==> src/rtl/atmr_pkg.sv <==
package atmr_pkg;
	localparam int SUM_W = 40;
	localparam int RMS_W = 20;
	localparam int WIN_W = 16;
	localparam int CFG_IDX_W = 3;
	localparam int CFG_DATA_W = 20;

	localparam logic [CFG_IDX_W-1:0] REG_MODE     = 3'd0;
	localparam logic [CFG_IDX_W-1:0] REG_DC_RANGE = 3'd1;
	localparam logic [CFG_IDX_W-1:0] REG_DC_OVER  = 3'd2;
	localparam logic [CFG_IDX_W-1:0] REG_AC_RANGE = 3'd3;
	localparam logic [CFG_IDX_W-1:0] REG_AC_OVER  = 3'd4;
	localparam logic [CFG_IDX_W-1:0] REG_WINDOW   = 3'd5;
	localparam logic [CFG_IDX_W-1:0] REG_DIVISOR  = 3'd6;

	localparam logic [1:0] RANGE_LOW  = 2'd0;
	localparam logic [1:0] RANGE_HIGH = 2'd1;
	localparam logic [1:0] RANGE_OVER = 2'd2;
	localparam logic [1:0] RANGE_NONE = 2'd3;

	typedef enum logic [2:0] {
		ST_IDLE,
		ST_SORT,
		ST_MEAN,
		ST_DIV,
		ST_SQRT,
		ST_OUT
	} state_t;

	typedef struct packed {
		logic start;
		logic [SUM_W-1:0] dividend;
		logic [WIN_W-1:0] divisor;
	} div_req_t;
endpackage

==> src/rtl/atmr_divsqrt.sv <==
// bit-serial restoring divide, then bit-serial integer square root
module atmr_divsqrt (
	input  logic clk,
	input  logic arst_n,
	input  atmr_pkg::div_req_t req,
	output logic busy,
	output logic done,
	output logic [atmr_pkg::RMS_W-1:0] root
);
	import atmr_pkg::*;
	localparam int CNT_W = $clog2(SUM_W + 1);

	logic phase_q;
	logic run_q;
	logic [CNT_W-1:0] cnt_q;
	logic [SUM_W-1:0] quo_q;
	logic [WIN_W:0] rem_q;
	logic [WIN_W-1:0] den_q;
	logic [RMS_W+1:0] srem_q;
	logic [RMS_W-1:0] res_q;
	logic done_q;

	logic [WIN_W:0] rem_sh;
	logic [RMS_W+1:0] srem_sh;
	logic [RMS_W+1:0] trial;

	assign rem_sh  = {rem_q[WIN_W-1:0], quo_q[SUM_W-1]};
	assign srem_sh = {srem_q[RMS_W-1:0], quo_q[SUM_W-1:SUM_W-2]};
	assign trial   = {res_q, 2'b01};

	always_ff @(posedge clk or negedge arst_n) begin
		if (!arst_n) begin
			run_q   <= 1'b0;
			phase_q <= 1'b0;
			cnt_q   <= '0;
			done_q  <= 1'b0;
		end else begin
			done_q <= 1'b0;
			if (req.start && !run_q) begin
				run_q   <= 1'b1;
				phase_q <= 1'b0;
				cnt_q   <= CNT_W'(SUM_W);
			end else if (run_q) begin
				if (!phase_q) begin
					if (cnt_q == CNT_W'(1)) begin
						phase_q <= 1'b1;
						cnt_q   <= CNT_W'(SUM_W / 2);
					end else begin
						cnt_q <= cnt_q - 1'b1;
					end
				end else begin
					if (cnt_q == CNT_W'(1)) begin
						run_q  <= 1'b0;
						done_q <= 1'b1;
					end
					cnt_q <= cnt_q - 1'b1;
				end
			end
		end
	end

	always_ff @(posedge clk) begin
		if (req.start && !run_q) begin
			quo_q  <= req.dividend;
			rem_q  <= '0;
			den_q  <= (req.divisor == '0) ? WIN_W'(1) : req.divisor;
			srem_q <= '0;
			res_q  <= '0;
		end else if (run_q && !phase_q) begin
			if (rem_sh >= {1'b0, den_q}) begin
				rem_q <= rem_sh - {1'b0, den_q};
				quo_q <= {quo_q[SUM_W-2:0], 1'b1};
			end else begin
				rem_q <= rem_sh;
				quo_q <= {quo_q[SUM_W-2:0], 1'b0};
			end
		end else if (run_q) begin
			// two quotient bits per root bit
			quo_q <= {quo_q[SUM_W-3:0], 2'b00};
			if (srem_sh >= trial) begin
				srem_q <= srem_sh - trial;
				res_q  <= {res_q[RMS_W-2:0], 1'b1};
			end else begin
				srem_q <= srem_sh;
				res_q  <= {res_q[RMS_W-2:0], 1'b0};
			end
		end
	end

	assign busy = run_q;
	assign done = done_q;
	assign root = res_q;

`ifndef NO_ASSERTIONS
	a_done_ends_run: assert property (@(posedge clk) disable iff (!arst_n)
		done |-> !run_q) else $error("done while running");
	a_start_idle: assert property (@(posedge clk) disable iff (!arst_n)
		(req.start && !run_q) |=> (run_q && !phase_q)) else $error("start lost");
	a_done_pulse: assert property (@(posedge clk) disable iff (!arst_n)
		done |=> !done) else $error("done held");
`endif
endmodule

==> src/rtl/adc_trimmed_mean_rms_autorange_unit.sv <==
// each accepted item runs an odd-even transposition sort, one stage a cycle, then a serial
// divide by three over ADC_BITS+2 bits
// an item that closes a window also runs the 40-step divide and 20-step root
// one item in flight at a time; output register frees input while the result waits
// arst_n returns the control and config registers to their reset values; data registers are not reset
module adc_trimmed_mean_rms_autorange_unit #(
	parameter int SAMPLES_PER_TICK = 5,
	parameter int ADC_BITS = 12
) (
	input  logic clk,
	input  logic arst_n,
	input  logic s_tvalid,
	output logic s_tready,
	input  logic [((SAMPLES_PER_TICK*ADC_BITS+7)/8)*8-1:0] s_tdata, // sample_a..sample_e
	output logic m_tvalid,
	input  logic m_tready,
	// filtered_code(ADC_BITS), range_code, rms_code(20), pad
	output logic [((ADC_BITS+2+atmr_pkg::RMS_W+7)/8)*8-1:0] m_tdata,
	output logic [0:0] m_tuser, // range_changed
	output logic m_tlast, // rms_updated
	input  logic cfg_valid,
	output logic cfg_ready,
	input  logic [atmr_pkg::CFG_IDX_W-1:0] cfg_index,
	input  logic [atmr_pkg::CFG_DATA_W-1:0] cfg_data
);
	import atmr_pkg::*;
	localparam int N = SAMPLES_PER_TICK;
	localparam int START = (N - 3) / 2;
	localparam int MW = ADC_BITS + 2;
	localparam int SQ_W = 2 * ADC_BITS;
	localparam int SC_W = $clog2(N + 1);
	localparam int MC_W = $clog2(MW + 1);
	localparam int OUT_BITS = ADC_BITS + 2 + RMS_W;
	localparam int OUT_W = ((OUT_BITS + 7) / 8) * 8;

	logic mode_q;
	logic [12:0] dc_range_q, dc_over_q;
	logic [RMS_W-1:0] ac_range_q, ac_over_q;
	logic [WIN_W-1:0] window_q, divisor_q;

	logic [WIN_W-1:0] wcount_q;
	logic [SUM_W-1:0] sum_q;
	logic [RMS_W-1:0] held_q;
	logic [1:0] prev_q;

	state_t state_q, state_d;
	logic [ADC_BITS-1:0] s_q [N];
	logic [SC_W-1:0] scnt_q;
	logic [MC_W-1:0] mcnt_q;
	logic [MW-1:0] msum_q, mquo_q;
	logic [1:0] mrem_q;
	logic [SQ_W-1:0] sq_s1;
	logic upd_q;

	logic out_full_q;
	logic [ADC_BITS-1:0] o_filt_q;
	logic [1:0] o_range_q;
	logic o_chg_q;
	logic [RMS_W-1:0] o_rms_q;
	logic o_upd_q;

	div_req_t dreq;
	logic dbusy, ddone;
	logic [RMS_W-1:0] droot;

	logic accept, go_out;
	logic [2:0] mrem_sh;
	logic [ADC_BITS-1:0] filt;
	logic [1:0] range;
	logic [SUM_W:0] sum_add;
	logic [ADC_BITS-1:0] s_sw [N];

	assign accept = s_tvalid && s_tready;
	assign filt = mquo_q[ADC_BITS-1:0];
	assign mrem_sh = {mrem_q, msum_q[MW-1]};
	assign cfg_ready = 1'b1;

	// one transposition stage; parity alternates with the counter
	always_comb begin
		for (int k = 0; k < N; k++) s_sw[k] = s_q[k];
		for (int k = 0; k + 1 < N; k++) begin
			if ((k % 2) == int'(scnt_q[0]) && s_q[k] > s_q[k+1]) begin
				s_sw[k]   = s_q[k+1];
				s_sw[k+1] = s_q[k];
			end
		end
	end

	atmr_divsqrt u_divsqrt (
		.clk(clk), .arst_n(arst_n), .req(dreq),
		.busy(dbusy), .done(ddone), .root(droot)
	);

	assign dreq.start = (state_q == ST_MEAN) && (mcnt_q == '0) && (wcount_q >= window_q);
	assign dreq.dividend = sum_q;
	assign dreq.divisor = divisor_q;

	always_comb begin
		state_d = state_q;
		unique case (state_q)
			ST_IDLE: if (accept) state_d = ST_SORT;
			ST_SORT: if (scnt_q == SC_W'(N - 1)) state_d = ST_MEAN;
			ST_MEAN: if (mcnt_q == '0) state_d = (wcount_q >= window_q) ? ST_DIV : ST_SQRT;
			ST_DIV:  if (ddone) state_d = ST_OUT;
			ST_SQRT: state_d = ST_OUT;
			ST_OUT:  if (!out_full_q || m_tready) state_d = ST_IDLE;
			default: state_d = ST_IDLE;
		endcase
	end

	always_comb begin
		s_tready = (state_q == ST_IDLE);
		go_out = (state_q == ST_OUT) && (!out_full_q || m_tready);
	end

	always_comb begin
		logic [RMS_W-1:0] v, lo, hi;
		v  = mode_q ? held_q : RMS_W'(filt);
		lo = mode_q ? ac_range_q : RMS_W'(dc_range_q);
		hi = mode_q ? ac_over_q : RMS_W'(dc_over_q);
		priority if (v < lo) range = RANGE_LOW;
		else if (v < hi) range = RANGE_HIGH;
		else range = RANGE_OVER;
	end

	assign sum_add = {1'b0, sum_q} + (SUM_W+1)'(sq_s1);

	always_ff @(posedge clk or negedge arst_n) begin
		if (!arst_n) begin
			state_q <= ST_IDLE;
			mode_q <= 1'b0;
			dc_range_q <= 13'd1242;
			dc_over_q <= 13'd4096;
			ac_range_q <= RMS_W'(249);
			ac_over_q <= RMS_W'(2483);
			window_q <= WIN_W'(3600);
			divisor_q <= WIN_W'(1800);
			wcount_q <= '0;
			sum_q <= '0;
			held_q <= '0;
			prev_q <= RANGE_NONE;
			out_full_q <= 1'b0;
			scnt_q <= '0;
			mcnt_q <= '0;
			upd_q <= 1'b0;
		end else begin
			state_q <= state_d;
			if (cfg_valid) begin
				unique case (cfg_index)
					REG_MODE:     mode_q <= cfg_data[0];
					REG_DC_RANGE: dc_range_q <= cfg_data[12:0];
					REG_DC_OVER:  dc_over_q <= cfg_data[12:0];
					REG_AC_RANGE: ac_range_q <= cfg_data;
					REG_AC_OVER:  ac_over_q <= cfg_data;
					REG_WINDOW:   window_q <= cfg_data[WIN_W-1:0];
					REG_DIVISOR:  divisor_q <= cfg_data[WIN_W-1:0];
					default: ;
				endcase
			end
			if (accept) scnt_q <= '0;
			else if (state_q == ST_SORT) begin
				scnt_q <= scnt_q + 1'b1;
				if (scnt_q == SC_W'(N - 1)) mcnt_q <= MC_W'(MW);
			end
			if (state_q == ST_MEAN && mcnt_q != '0) mcnt_q <= mcnt_q - 1'b1;
			if (state_q == ST_MEAN && mcnt_q == '0) upd_q <= (wcount_q >= window_q);
			if (state_q == ST_SQRT) begin
				sum_q <= sum_add[SUM_W] ? {SUM_W{1'b1}} : sum_add[SUM_W-1:0];
				wcount_q <= wcount_q + 1'b1;
			end
			if (ddone) begin
				held_q <= droot;
				sum_q <= '0;
				wcount_q <= '0;
			end
			if (m_tvalid && m_tready) out_full_q <= 1'b0;
			if (go_out) begin
				out_full_q <= 1'b1;
				prev_q <= range;
			end
		end
	end

	always_ff @(posedge clk) begin
		if (accept) begin
			for (int k = 0; k < N; k++) s_q[k] <= s_tdata[k*ADC_BITS +: ADC_BITS];
		end else if (state_q == ST_SORT) begin
			for (int k = 0; k < N; k++) s_q[k] <= s_sw[k];
			msum_q <= MW'(s_sw[START]) + MW'(s_sw[START+1]) + MW'(s_sw[START+2]);
			mrem_q <= '0;
		end
		// serial divide by three, one quotient bit a cycle
		if (state_q == ST_MEAN && mcnt_q != '0) begin
			msum_q <= {msum_q[MW-2:0], 1'b0};
			if (mrem_sh >= 3'd3) begin
				mrem_q <= 2'(mrem_sh - 3'd3);
				mquo_q <= {mquo_q[MW-2:0], 1'b1};
			end else begin
				mrem_q <= mrem_sh[1:0];
				mquo_q <= {mquo_q[MW-2:0], 1'b0};
			end
		end
		if (state_q == ST_MEAN && mcnt_q == '0) sq_s1 <= filt * filt;
		if (go_out) begin
			o_filt_q <= filt;
			o_range_q <= range;
			o_chg_q <= (range != prev_q);
			o_rms_q <= held_q;
			o_upd_q <= upd_q;
		end
	end

	assign m_tvalid = out_full_q;
	assign m_tdata = OUT_W'({o_rms_q, o_range_q, o_filt_q});
	assign m_tuser = o_chg_q;
	assign m_tlast = o_upd_q;

`ifndef NO_ASSERTIONS
	a_busy_div: assert property (@(posedge clk) disable iff (!arst_n)
		dbusy |-> (state_q == ST_DIV)) else $error("divider busy outside div");
	a_no_accept_busy: assert property (@(posedge clk) disable iff (!arst_n)
		(state_q != ST_IDLE) |-> !s_tready) else $error("ready while working");
	a_out_hold: assert property (@(posedge clk) disable iff (!arst_n)
		(m_tvalid && !m_tready) |=> m_tvalid) else $error("output dropped");
	a_count_bound: assert property (@(posedge clk) disable iff (!arst_n)
		(state_q == ST_SQRT) |-> (wcount_q < window_q)) else $error("window overrun");
`endif
endmodule
==> config.mk <==
export PLATFORM = sky130hd
export DESIGN_NAME = adc_trimmed_mean_rms_autorange_unit
export DESIGN_NICKNAME = d
export VERILOG_FILES = /design/src/rtl/atmr_pkg.sv /design/src/rtl/atmr_divsqrt.sv /design/src/rtl/adc_trimmed_mean_rms_autorange_unit.sv
export SDC_FILE = /design/constraint.sdc
export NUM_CORES = 1
export LEC_CHECK = 0
export BUFFER_PORTS_ARGS = -buffer_cell sky130_fd_sc_hd__buf_2
export CELL_PAD_IN_SITES_DETAIL_PLACEMENT = 0
export CELL_PAD_IN_SITES_GLOBAL_PLACEMENT = 1
export CORE_MARGIN = 1
export CORE_UTILIZATION = 45
export CTS_BUF_LIST = sky130_fd_sc_hd__clkbuf_16
export CTS_CLUSTER_SIZE = 20
export DETAILED_ROUTE_END_ITERATION = 8
export PLACE_DENSITY_LB_ADDON = 0.2
export SLEW_MARGIN = 40
export SYNTH_ARGS = -nofsm -noshare
export SYNTH_HDL_FRONTEND = slang
export SYNTH_SLANG_ARGS = --single-unit
==> constraint.sdc <==
create_clock -name clk -period 5 [get_ports clk]
set_clock_uncertainty 0.1 [all_clocks]
set_input_delay 1 -clock clk [delete_from_list [all_inputs] [get_ports clk]]
set_output_delay 1 -clock clk [all_outputs]
set_load 0.02 [all_outputs]
# Yosys cells after proc, flatten, opt, wreduce, memory -nomap -nowiden

Memories as Yosys holds them, arrays and structs flattened.
Index checks and enable logic that the tools add are counted.

Memories kept: 1
Word-level logic and storage cells: 194
Flip-flop bits (word level): 398
Output and inout bits: 45
Memory bits (writable): 60
Bits of input ports: 92

Equality and inequality tests: 20
Multipliers: 1
Order comparisons: 10
Reductions and logical operators: 40
Add/subtract/negate cells: 10
Bitwise operators: 8
Muxes and demuxes: 69

Memory list:

| name | words | bits a word | rd ports | clocked after Yosys merged registers in | write ports | RTL line                                  | text |
|---|---|---|---|---|---|---|---|
| s_q  | 5     | 12          | 5        | 0                                       | 5           | adc_trimmed_mean_rms_autorange_unit.sv:47 | `logic [ADC_BITS-1:0] s_q [N];` |

Operators by type and width:

| operator                                                        | count |
|---|---|
| 40-bit two-way mux                                              | 6 |
| 24-bit two-way mux                                              | 4 |
| 20-bit two-way mux                                              | 4 |
| 12-bit two-way mux                                              | 5 |
| 12-bit greater-than comparator                                  | 4 |
| 16-bit two-way mux                                              | 3 |
| 14-bit two-way mux                                              | 3 |
| 40-bit by 24-bit adder with 41-bit output                       | 1 |
| 20-bit < comparator                                             | 2 |
| 12-bit by 12-bit multiplier with 24-bit output                  | 1 |
| 3-bit two-way mux                                               | 8 |
| 6-bit two-way mux                                               | 4 |
| 22-bit >= comparator                                            | 1 |
| 1-bit two-way mux                                               | 21 |
| 2-bit AND reduction                                             | 10 |
| 20-bit subtractor                                               | 1 |
| 3-bit == test, second input constant                            | 6 |
| 3-bit one-hot mux with 6 select lines                           | 1 |
| 17-bit by 16-bit >= comparator with 1-bit output                | 1 |
| 16-bit by 1-bit adder with 16-bit output, second input constant | 1 |
| 16-bit >= comparator                                            | 1 |
| 16-bit logical NOT                                              | 1 |
| 4-bit two-way mux                                               | 4 |
| 16-bit subtractor                                               | 1 |
| 26 further kinds                                                | 64 |

# Depth between registers and ports, before layout

Gate-level depths: netlist (run 1).
An unclocked memory read counts as a cell.

Depth in word-level cells: 11
Depth in mapped cells: 23
Depth with buffers taken out: 22

# By module

From an unflattened synthesis (run 1), not the netlist that was laid out.

Cells, all modules: 2,907
Area total of the unflattened synthesis: 29,349.4 um2

By module, submodules not included:

| module                              | cells an instance | area an instance (um2) | times used | seq. area each (um2) |
|---|---|---|---|---|
| adc_trimmed_mean_rms_autorange_unit | 2,123             | 22,491.6               | 1          | 9,171.3 |
| atmr_divsqrt                        | 784               | 6,857.8                | 1          | 3,027.9 |

# Least setup slack after synthesis (run 1)

No wires, ideal clock.

Path type: register to register
Start: reg mquo_q[10]
End: reg sq_s1[23], data pin
Library setup time: 0.258 ns
Setup slack: -0.539 ns
Cell stages (with the launch flop): 22
Required time: 4.642 ns
Path buffers: 1
Arrival time: 5.181 ns
Cell sequence: edfxtp_1 clkbuf_1 and2_1 inv_1 fa_1 inv_1 fa_1 inv_1 fa_1 inv_1 fa_1 inv_1 fa_1 inv_1 ha_1 and3_1 o211ai_1 nand3_1 o21ai_0 o31ai_1 o41a_1 xnor2_1

Cells in the longest elaborated chain, start to end: 1

RTL lines:

| what                                           | RTL line                                   | text |
|---|---|---|
| from (decl)                                    | adc_trimmed_mean_rms_autorange_unit.sv:50  | `logic [MW-1:0] msum_q, mquo_q;` |
| from (signal assigned)                         | adc_trimmed_mean_rms_autorange_unit.sv:197 | `mquo_q <= {mquo_q[MW-2:0], 1'b1};` |
| from (signal assigned)                         | adc_trimmed_mean_rms_autorange_unit.sv:200 | `mquo_q <= {mquo_q[MW-2:0], 1'b0};` |
| 12-bit by 12-bit multiplier with 24-bit output | adc_trimmed_mean_rms_autorange_unit.sv:203 | `if (state_q == ST_MEAN && mcnt_q == '0) sq_s1 <= filt * filt;` |
| to (signal assigned)                           | adc_trimmed_mean_rms_autorange_unit.sv:203 |  |
| to (decl)                                      | adc_trimmed_mean_rms_autorange_unit.sv:52  | `logic [SQ_W-1:0] sq_s1;` |

Every way passes these cells.
A chain may end at the register's enable or synchronous reset.

# Worst setup path after layout (run 1)

Start: reg mquo_q[2]
End: reg sq_s1[22], data pin

The elaborated chain is that of the path after synthesis.

==> results of run 1 <==
placed cells by master (no fill, tap or decap), types with 40 or more instances in the layout:
cell       netlist  final
a211oi_1        44     41
a21o_1          60     60
a21oi_1        115    106
and2_1          74     61
buf_2           16    124
buf_4            7    251
clkbuf_16        0     56
dfrtp_1        168    166
dfxtp_1         57     57
edfxtp_1       202    202
fa_1            94     89
ha_1           239    218
inv_1          276    268
mux2_2         148    144
mux2i_1        152    136
nand2_1        261    256
nor2_1         151    145
nor3_1          46     40
o21ai_0        158    141
xnor2_1         45     45
repair_timing:
action	4_1_cts	5_1_grt
pin swaps	51	44
resized for setup	78	87
setup endpoints to repair	17	18
setup buffers	37	31
worst register-to-register path: stages, from the launching register on:
cell	delay (ps)
edfxtp_1	530
buf_4	200
and2_4	150
fa_2	340
fa_1	530
inv_1	50
fa_1	490
inv_2	40
fa_1	520
inv_1	50
fa_1	490
inv_2	50
ha_4	270
buf_4	120
nor3_4	40
a2111oi_4	360
o311ai_2	160
buf_4	170
a311o_1	310
Yosys cell counts, types with 57 or more instances:
library cell	count
mux2_2	148
a21o_1	60
dfrtp_1	168
dfxtp_1	57
fa_1	94
a21oi_1	115
clkbuf_1	111
and2_1	74
ha_1	239
nor2_1	151
inv_1	276
edfxtp_1	202
nand2_1	261
o21ai_0	158
mux2i_1	152
routing by layer:
layer | wire length, µm | vias up | global-route usage [%] | share of wire, %
met3 | 2560 | 77 | 2.63 | 3.4
met2 | 37000 | 328 | 37.5 | 49
met4 | 1480 | 0 | 5.43 | 2.0
met1 | 34000 | 11200 | 29.2 | 45
li1 | - | 11100 | - | -
met5 | 0 | - | 0 | 0
through the flow:
stage	instance area [µm²]	worst slack, ps	utilization, %	hold WS [ps]	TNS [ps]
global placement	33200	-332	50.2	335	-2440
detailed placement	33200	-395	50.3	342	-3260
CTS	35600	-255	53.8	185	-1380
floorplan	30400	-68.0	-	326	-87.8
global route	36300	-399	55.0	196	-3160
finish	36300	-225	55.0	201	-1190
worst max path at each step:
| stage | slack (ps) | end | start |
|---|---|---|---|
| 2_1_floorplan | -70 | sq_s1[23] | mquo_q[0] |
| 3_3_place_gp | -330 | sq_s1[22] | mquo_q[4] |
| 3_5_place_dp | -390 | sq_s1[22] | mquo_q[4] |
| 4_1_cts | -260 | sq_s1[23] | mquo_q[2] |
| 5_1_grt | -400 | sq_s1[23] | mquo_q[2] |
| 6_report | -220 | sq_s1[22] | mquo_q[2] |
state kept, by name, indices dropped and copies added (netlist names), 20 cells and up:
signal and flops:
ac_over_q 20, ac_range_q 20, held_q 20, o_rms_q 20
s_q 60, sq_s1 23, sum_q 40, u_divsqrt.quo_q 40
u_divsqrt.root 20, u_divsqrt.srem_q 20
cell type report:
cell class	count	area [µm²]
fillers	5838	29800
multi-input cells	2062	17200
flip-flops and latches	457	12200
repair buffers	410	2990
clock buffers	56	1400
well taps	864	1080
inverters	277	1040
clock inverters	44	410
logic make-up (layout without fill, tap and decap cells):
family          Yosys count  in the layout  synth area share [%]
buf+inv                 420            787                  5.48
simple gates            742            742                  11.9
fa+ha+maj               333            333                  16.1
compound gates          600            600                  13.2
mux                     301            301                  10.6
xor+xnor                 79             79                  2.29
flops                   457            457                  40.4
other cells               2              7                0.0249
==> out/metrics.yaml, run 1 <==
routing:
  vias_per_cell: 5.43
  drc: 1
  num_vias: 22700
  first_pass_iters: 9
  routedWlPerCell_um: 18.0
  wl_um: 75100
  ant_nets: 0
  drt_iter0_markers: 1279
worst_setup_path:
  cp.arrival_ps: 5460
  worstSetupPathType: "flip-flop to flip-flop"
  reg2reg_depth: 18
  cp_cell_sequence: "buf_4, and2_4, fa_2, fa_1, inv_1, fa_1, inv_2, fa_1, inv_1, fa_1, inv_2, ha_4, buf_4, nor3_4, a2111oi_4, o311ai_2, buf_4, a311o_1"
  r2r_start: "mquo_q[2]"
  critPathTopFamily: "adder cells"
  cpPeakStageDelay_ps: 530
  end_kind: "flip-flop"
  r2r-end: "sq_s1[22]"
  crit_buf_inv: 7
  crit_fanout: 6
  critical_path_required_ps: 5230
  rrSetupSlack_ps: -220
  crit_slowest_cell: "edfxtp_1"
  cp_num_cells: 18
  crit_top_cell: "fa_1"
  start_kind: "flip-flop"
timing:
  maxSlewViolCount: 0
  worst_pin_slew_ps: 897
  finalHoldViolations: 0
  fmax_mhz: 191
  period_share_pct: 104
  layout_min_cycle_time_ps: 5220
  setup_viol: 8
  rsz0062_at_grt: "yes"
  slew_headroom_pct: 39.8
  setup_ws_ps: -225
global_route:
  antenna_found_initial: 4
  grt_pass1_wl_um: 119000
  grt_pass1_vias: 22700
  grt_overflow: 0
  grt_max_degree: 164
  grtUsageTotal_pct: 21.8
logic_synthesis:
  post-synth-top-area-cell: "edfxtp_1"
  synth_cell_types: 90
  ys_seq_area_share_pct: 40.4
  ys_warn_count: 0
  avgSynthCellArea_um2: 10.3
  synthArstFlopShare_pct: 43.3
  synthesis.area_mm2: 0.0302
  synth_edf_count: 202
  synth.area.top_cells: "edfxtp_1 (20%), dfrtp_1 (14%), ha_1 (9.9%)"
  ys.flop_type: "edfxtp_1"
  synth-seq-cells: 457
  yosysTopAreaCellShare_pct: 20.1
  syn_inst: 2934
clocking:
  cts_tree: "built"
  clk_latency_ps: 640
  cts_buffer_depth: 3
  cts.hold.buffers_added: 0
  cts.sinks: 457
  cts.root.buffer_cell: "clkbuf_16"
  htree_levels: 2
  clkTransAtPathRegs_ps: 60
  cts_buffers: 53
placed_design:
  io_buffer_count: 125
  routabilityCongestion: 0.896
  dpl.cell_count: 4001
  hpwlAfterDp_um: 54700
die:
  design.die.area_mm2: 0.0682
  io_pins: 137
  start_util_pct: 45.7
  die-width_um: 261
  placementRows: 94
  die_y_um: 261
  coreArea_mm2: 0.0661
final_layout:
  num_antenna_cells: 0
  drive_above_1_share_pct: 25.3
  instances_no_fill: 4170
  fin_nets: 3686
  area_delta_synth_final_pct: 20.3
flow_run:
  cap_violations: 0
worst_hold_path:
  min-delay-path-class: "primary input to asynchronous set/reset pin"
status:
  violations: "design-rule violations, negative setup slack"
  outcome: "finished, violations left"
Power of run 1 is not shown: default switching activity piles up to over one toggle a cycle in this logic, so the estimate is an artifact.
==> inputs of run 2 (changes only) <==
- BUFFER_PORTS_ARGS: -buffer_cell sky130_fd_sc_hd__buf_2 -> not set
- CORE_UTILIZATION: 45 -> 47
- DONT_BUFFER_PORTS: not set -> 1
==> run 2 against run 1 <==
The run ends with negative setup slack left. Core utilization up 1.4 points. Register-to-register slack better by 80 ps. Via count fell by 1.3%. Setup slack better by 80 ps. Hold slack worse by 76 ps. Final area down 1.8%. Die area down 4.2%. Flip-flop and latch count did not move. Fmax up 1.6%. Largest cell class unchanged. Highest routed layer is now met5.
==> out/metrics.yaml, run 2 (synthesis gave the netlist of run 1 again) <==
worst_setup_path:
  reg2reg_depth: 20
  r2r_start: "mquo_q[11]"
  end_kind: "flip-flop"
  rrSetupSlack_ps: -140
  critical_path_required_ps: 5240
  r2r-end: "sq_s1[23]"
  start_kind: "flip-flop"
  cp.arrival_ps: 5390
  crit_fanout: 6
  worstSetupPathType: "flip-flop to flip-flop"
clocking:
  cts.sinks: 457
  cts_buffer_depth: 3
  cts_tree: "built"
  clk_latency_ps: 620
  cts_buffers: 53
  cts.root.buffer_cell: "clkbuf_16"
  htree_levels: 2
  clkTransAtPathRegs_ps: 60
final_layout:
  area_delta_synth_final_pct: 18.1
  top_register: "s_q"
  reg_top3: "s_q: 60 flops, sum_q: 40 flops, u_divsqrt.quo_q: 40 flops"
  layout_common_cells: "inv_1 (268), nand2_1 (257), buf_4 (239), ha_1 (213), edfxtp_1 (202)"
  drive_above_1_share_pct: 22.7
  largest_reg_flops: 60
  layout_commonest_cell: "inv_1"
  num_antenna_cells: 0
  fin_nets: 3557
placed_design:
  hpwlAfterDp_um: 53800
  io_buffer_count: 0
  dp_slack_ps: -430
  routabilityCongestion: 0.863
routing:
  drc: 0
  num_vias: 22400
  routedWlPerCell_um: 18.6
  first_pass_iters: 5
  ant_nets: 0
  vias_per_cell: 5.56
  drt_iter0_markers: 1390
  wl_um: 74800
timing:
  setup_ws_ps: -145
  holdWs_ps: 125
  layout_min_cycle_time_ps: 5140
  finalHoldViolations: 0
  period_share_pct: 103
  setup_viol: 6
  slew_headroom_pct: 47.4
  rsz0062_at_grt: "yes"
  worst_pin_slew_ps: 789
  fmax_mhz: 194
  maxSlewViolCount: 0
die:
  die-width_um: 256
  die_y_um: 256
  coreArea_mm2: 0.0633
  start_util_pct: 47.7
  design.die.area_mm2: 0.0653
  io_pins: 137
  placementRows: 92
flow_run:
  cap_violations: 0
global_route:
  grt_pass1_vias: 22900
  grt_overflow: 0
  grt_pass1_wl_um: 121000
  antenna_found_initial: 1
  grtUsageTotal_pct: 22.8
  grt_max_degree: 151
worst_hold_path:
  min-delay-path-class: "primary input to asynchronous set/reset pin"
status:
  outcome: "finished, violations left"
  violations: "negative setup slack"
-- run 2: cell count changes in the layout (fill, tap and decap cells not counted), sizes merged --
cell / previous run / this run
buf: 409 / 281
inv: 288 / 294
clkinvlp: 3 / 1
bufinv: 5 / 2
clkbuf: 57 / 55
-- run 2: how the worst max path moves through the flow --
stage,startpoint,to,slack (ps),depth (start not counted)
final,mquo_q[11],sq_s1[23],-140,20
after global routing,mquo_q[2],sq_s1[22],-340,17
after CTS,mquo_q[11],sq_s1[23],-190,20
after detailed placement,mquo_q[3],sq_s1[22],-430,18
after global placement,mquo_q[3],sq_s1[22],-340,18
after floorplan,mquo_q[0],sq_s1[23],-70,19
-- run 2: area by class of cell --
class,instances,area (µm²)
inverters,277,1040
fillers,5527,27600
well taps,846,1060
clock buffers,55,1380
repair buffers,281,2340
clock inverters,45,323
multi-input cells,2062,17300
flip-flops and latches,457,12200
-- run 2: critical path, cell delays in order, from the launching register on --
cell,delay (ps)
edfxtp_1,480
and2_4,200
inv_2,40
fa_1,550
inv_2,40
fa_1,490
inv_2,40
fa_1,470
inv_1,50
fa_1,470
inv_1,50
fa_1,510
inv_2,50
ha_4,230
and3_4,140
o211ai_1,100
nand3_2,150
o21ai_4,190
o31ai_4,80
o41a_1,330
xnor2_1,140
-- run 2: through the flow --
step / setup TNS, ps / cell area (µm²) / std cells / util, %
4_1_cts: -663 / 34900 / 3995 / 55.1
3_5_place_dp: -3610 / 32600 / 3862 / 51.5
2_1_floorplan: -87.8 / 30400 / 2939 / -
5_1_grt: -2150 / 35700 / 4023 / 56.4
6_report: -553 / 35700 / 4023 / 56.4
3_3_place_gp: -2190 / 32500 / 3860 / 51.4
-- run 2: what timing repair did --
action                     CTS  global route
hold buffers                 2             0
setup endpoints to repair   17            17
gates resized for setup     79           117
pin swaps                   40            88
buffers inserted            32            29
hold endpoints to repair   146             0
-- run 2: routing by layer --
layer  vias to the layer above  wire length, µm  global-route usage (%)
met3                       118             3300                    3.65
li1                      10800                -                       -
met2                       410            36100                    38.2
met5                         -               13                       0
met1                     11000            32700                    29.5
met4                         2             2610                    8.48
Power of run 2 is left out for the same reason.
==> inputs of run 3 (changes only) <==
- CORE_ASPECT_RATIO: not set -> 1.1
- PLACE_DENSITY: not set -> 0.75
- PLACE_DENSITY_LB_ADDON: 0.2 -> not set
==> run 3 against run 2 <==
The run still ends with negative setup slack left. Final area barely moved. Clock-buffer cell count did not move. Register-to-register slack got worse by 80 ps. Core utilization fell by 0.26 points. Sequential share of layout area barely moved. Cell count barely moved. First-iteration DRC count fell by 9.9%. Die area barely moved. Wire length fell by 1.3%. Via count barely moved. Critical path depth fell by 1. Fmax fell by 1.5%.
==> out/metrics.yaml, run 3 (synthesis gave the netlist of run 1 again) <==
global_route:
  grt_pass1_wl_um: 117000
  grt_max_degree: 151
  antenna_found_initial: 1
  grtUsageTotal_pct: 22.3
  grt_overflow: 0
  grt_pass1_vias: 22500
timing:
  layout_min_cycle_time_ps: 5220
  worst_pin_slew_ps: 844
  maxSlewViolCount: 0
  rsz0062_at_grt: "yes"
  setup_viol: 8
  period_share_pct: 104
  setup_ws_ps: -221
  finalHoldViolations: 0
  slew_headroom_pct: 43.6
  fmax_mhz: 192
die:
  io_pins: 137
  design.die.area_mm2: 0.0653
  placementRows: 97
  coreArea_mm2: 0.0636
  die-width_um: 244
  die_y_um: 268
  start_util_pct: 47.5
clocking:
  clkTransAtPathRegs_ps: 60
  cts_buffer_depth: 3
  cts.sinks: 457
  clk_latency_ps: 630
  cts_buffers: 51
  cts_tree: "built"
  cts.root.buffer_cell: "clkbuf_16"
  htree_levels: 2
status:
  outcome: "finished, violations left"
  violations: "negative setup slack"
final_layout:
  instances_no_fill: 4026
  reg_top3: "s_q: 60 flops, sum_q: 40 flops, u_divsqrt.quo_q: 40 flops"
  largest_reg_flops: 60
  drive_above_1_share_pct: 22.4
  fin_nets: 3567
  top_register: "s_q"
  num_antenna_cells: 0
  layout_common_cells: "inv_1 (274), buf_4 (258), nand2_1 (253), ha_1 (217), edfxtp_1 (202)"
  area_delta_synth_final_pct: 18.1
  layout_commonest_cell: "inv_1"
placed_design:
  routabilityCongestion: 0.868
  hpwlAfterDp_um: 53500
  dpl.cell_count: 3873
  io_buffer_count: 0
worst_setup_path:
  critical_path_required_ps: 5230
  r2r_start: "mquo_q[5]"
  crit_fanout: 4
  end_kind: "flip-flop"
  worstSetupPathType: "flip-flop to flip-flop"
  startpoint: "mquo_q[5]"
  cp.arrival_ps: 5460
  start_kind: "flip-flop"
routing:
  wl_met1_um: 32500
  vias_per_cell: 5.55
  drc: 0
  drt_iter0_markers: 1252
  wl_um: 73800
  ant_nets: 0
  route.met2.wl_um: 36700
  wl_met3_um: 2890
  num_vias: 22400
  first_pass_iters: 5
  highest_layer: "met4"
  routedWlPerCell_um: 18.3
flow_run:
  cap_violations: 0
worst_hold_path:
  min-delay-path-class: "primary input to asynchronous set/reset pin"
## run 3: cell types whose count changed in the layout (fill, tap and decap cells not counted), moves of 5 or more
cell	delta
buf_4	+19
buf_6	-9
inv_1	+6
nand2_2	+5
## run 3: final timing paths
kind	end	slack, ps	depth (start not counted)
worst max-delay path	sq_s1[22]	-220	19
worst min-delay path	sum_q[15]	160	1
worst max register to register	sq_s1[22]	-220	19
worst min register to register	u_divsqrt.den_q[6]	360	0
max in group asynchronous	mode_q	3870	1
min in group clk	u_divsqrt.den_q[6]	360	0
## run 3: metrics by stage
stage	util, %	hold slack [ps]	instance area, µm²	setup slack [ps]	setup TNS [ps]
final	56.1	160	35700	-221	-1120
after global routing	56.1	127	35700	-391	-2750
after CTS	55.3	111	35200	-222	-1230
after global placement	51.4	351	32700	-296	-2330
after detailed placement	51.5	354	32700	-354	-3290
after floorplan	-	326	30400	-68.0	-87.8
## run 3: final cells by class
cell class,count,area [µm²]
Fill cell,5476,27900
Multi-Input combinational cell,2062,17200
Sequential cell,457,12200
Timing Repair Buffer,293,2410
Clock buffer,55,1380
Tap cell,841,1050
Inverter,277,1040
Clock inverter,41,338
## run 3: repair_timing
item                       CTS  global route
hold endpoints to repair   134             0
setup endpoints to repair   17            18
pin swaps                   59            53
setup buffers               32            28
resized for setup          106            67
hold buffers                 2             0
## run 3: worst max-delay path, cell delays in order (launching register included)
cell	delay, ps
edfxtp_1	480
buf_6	180
buf_6	110
fa_1	480
fa_1	500
inv_1	50
fa_1	500
inv_2	40
fa_1	520
inv_1	50
fa_1	490
inv_2	50
ha_4	210
buf_6	120
nor3_4	170
a2111oi_4	80
buf_4	160
o311ai_4	300
a2111oi_2	120
a311o_1	280
## run 3: metal layers
metal | vias up | GRT usage [%]
li1 | 10900 | -
met1 | 11000 | 28.7
met2 | 402 | 39.1
met3 | 108 | 3.02
met4 | 0 | 6.17
met5 | - | 0
Power of run 3 is left out for the same reason.
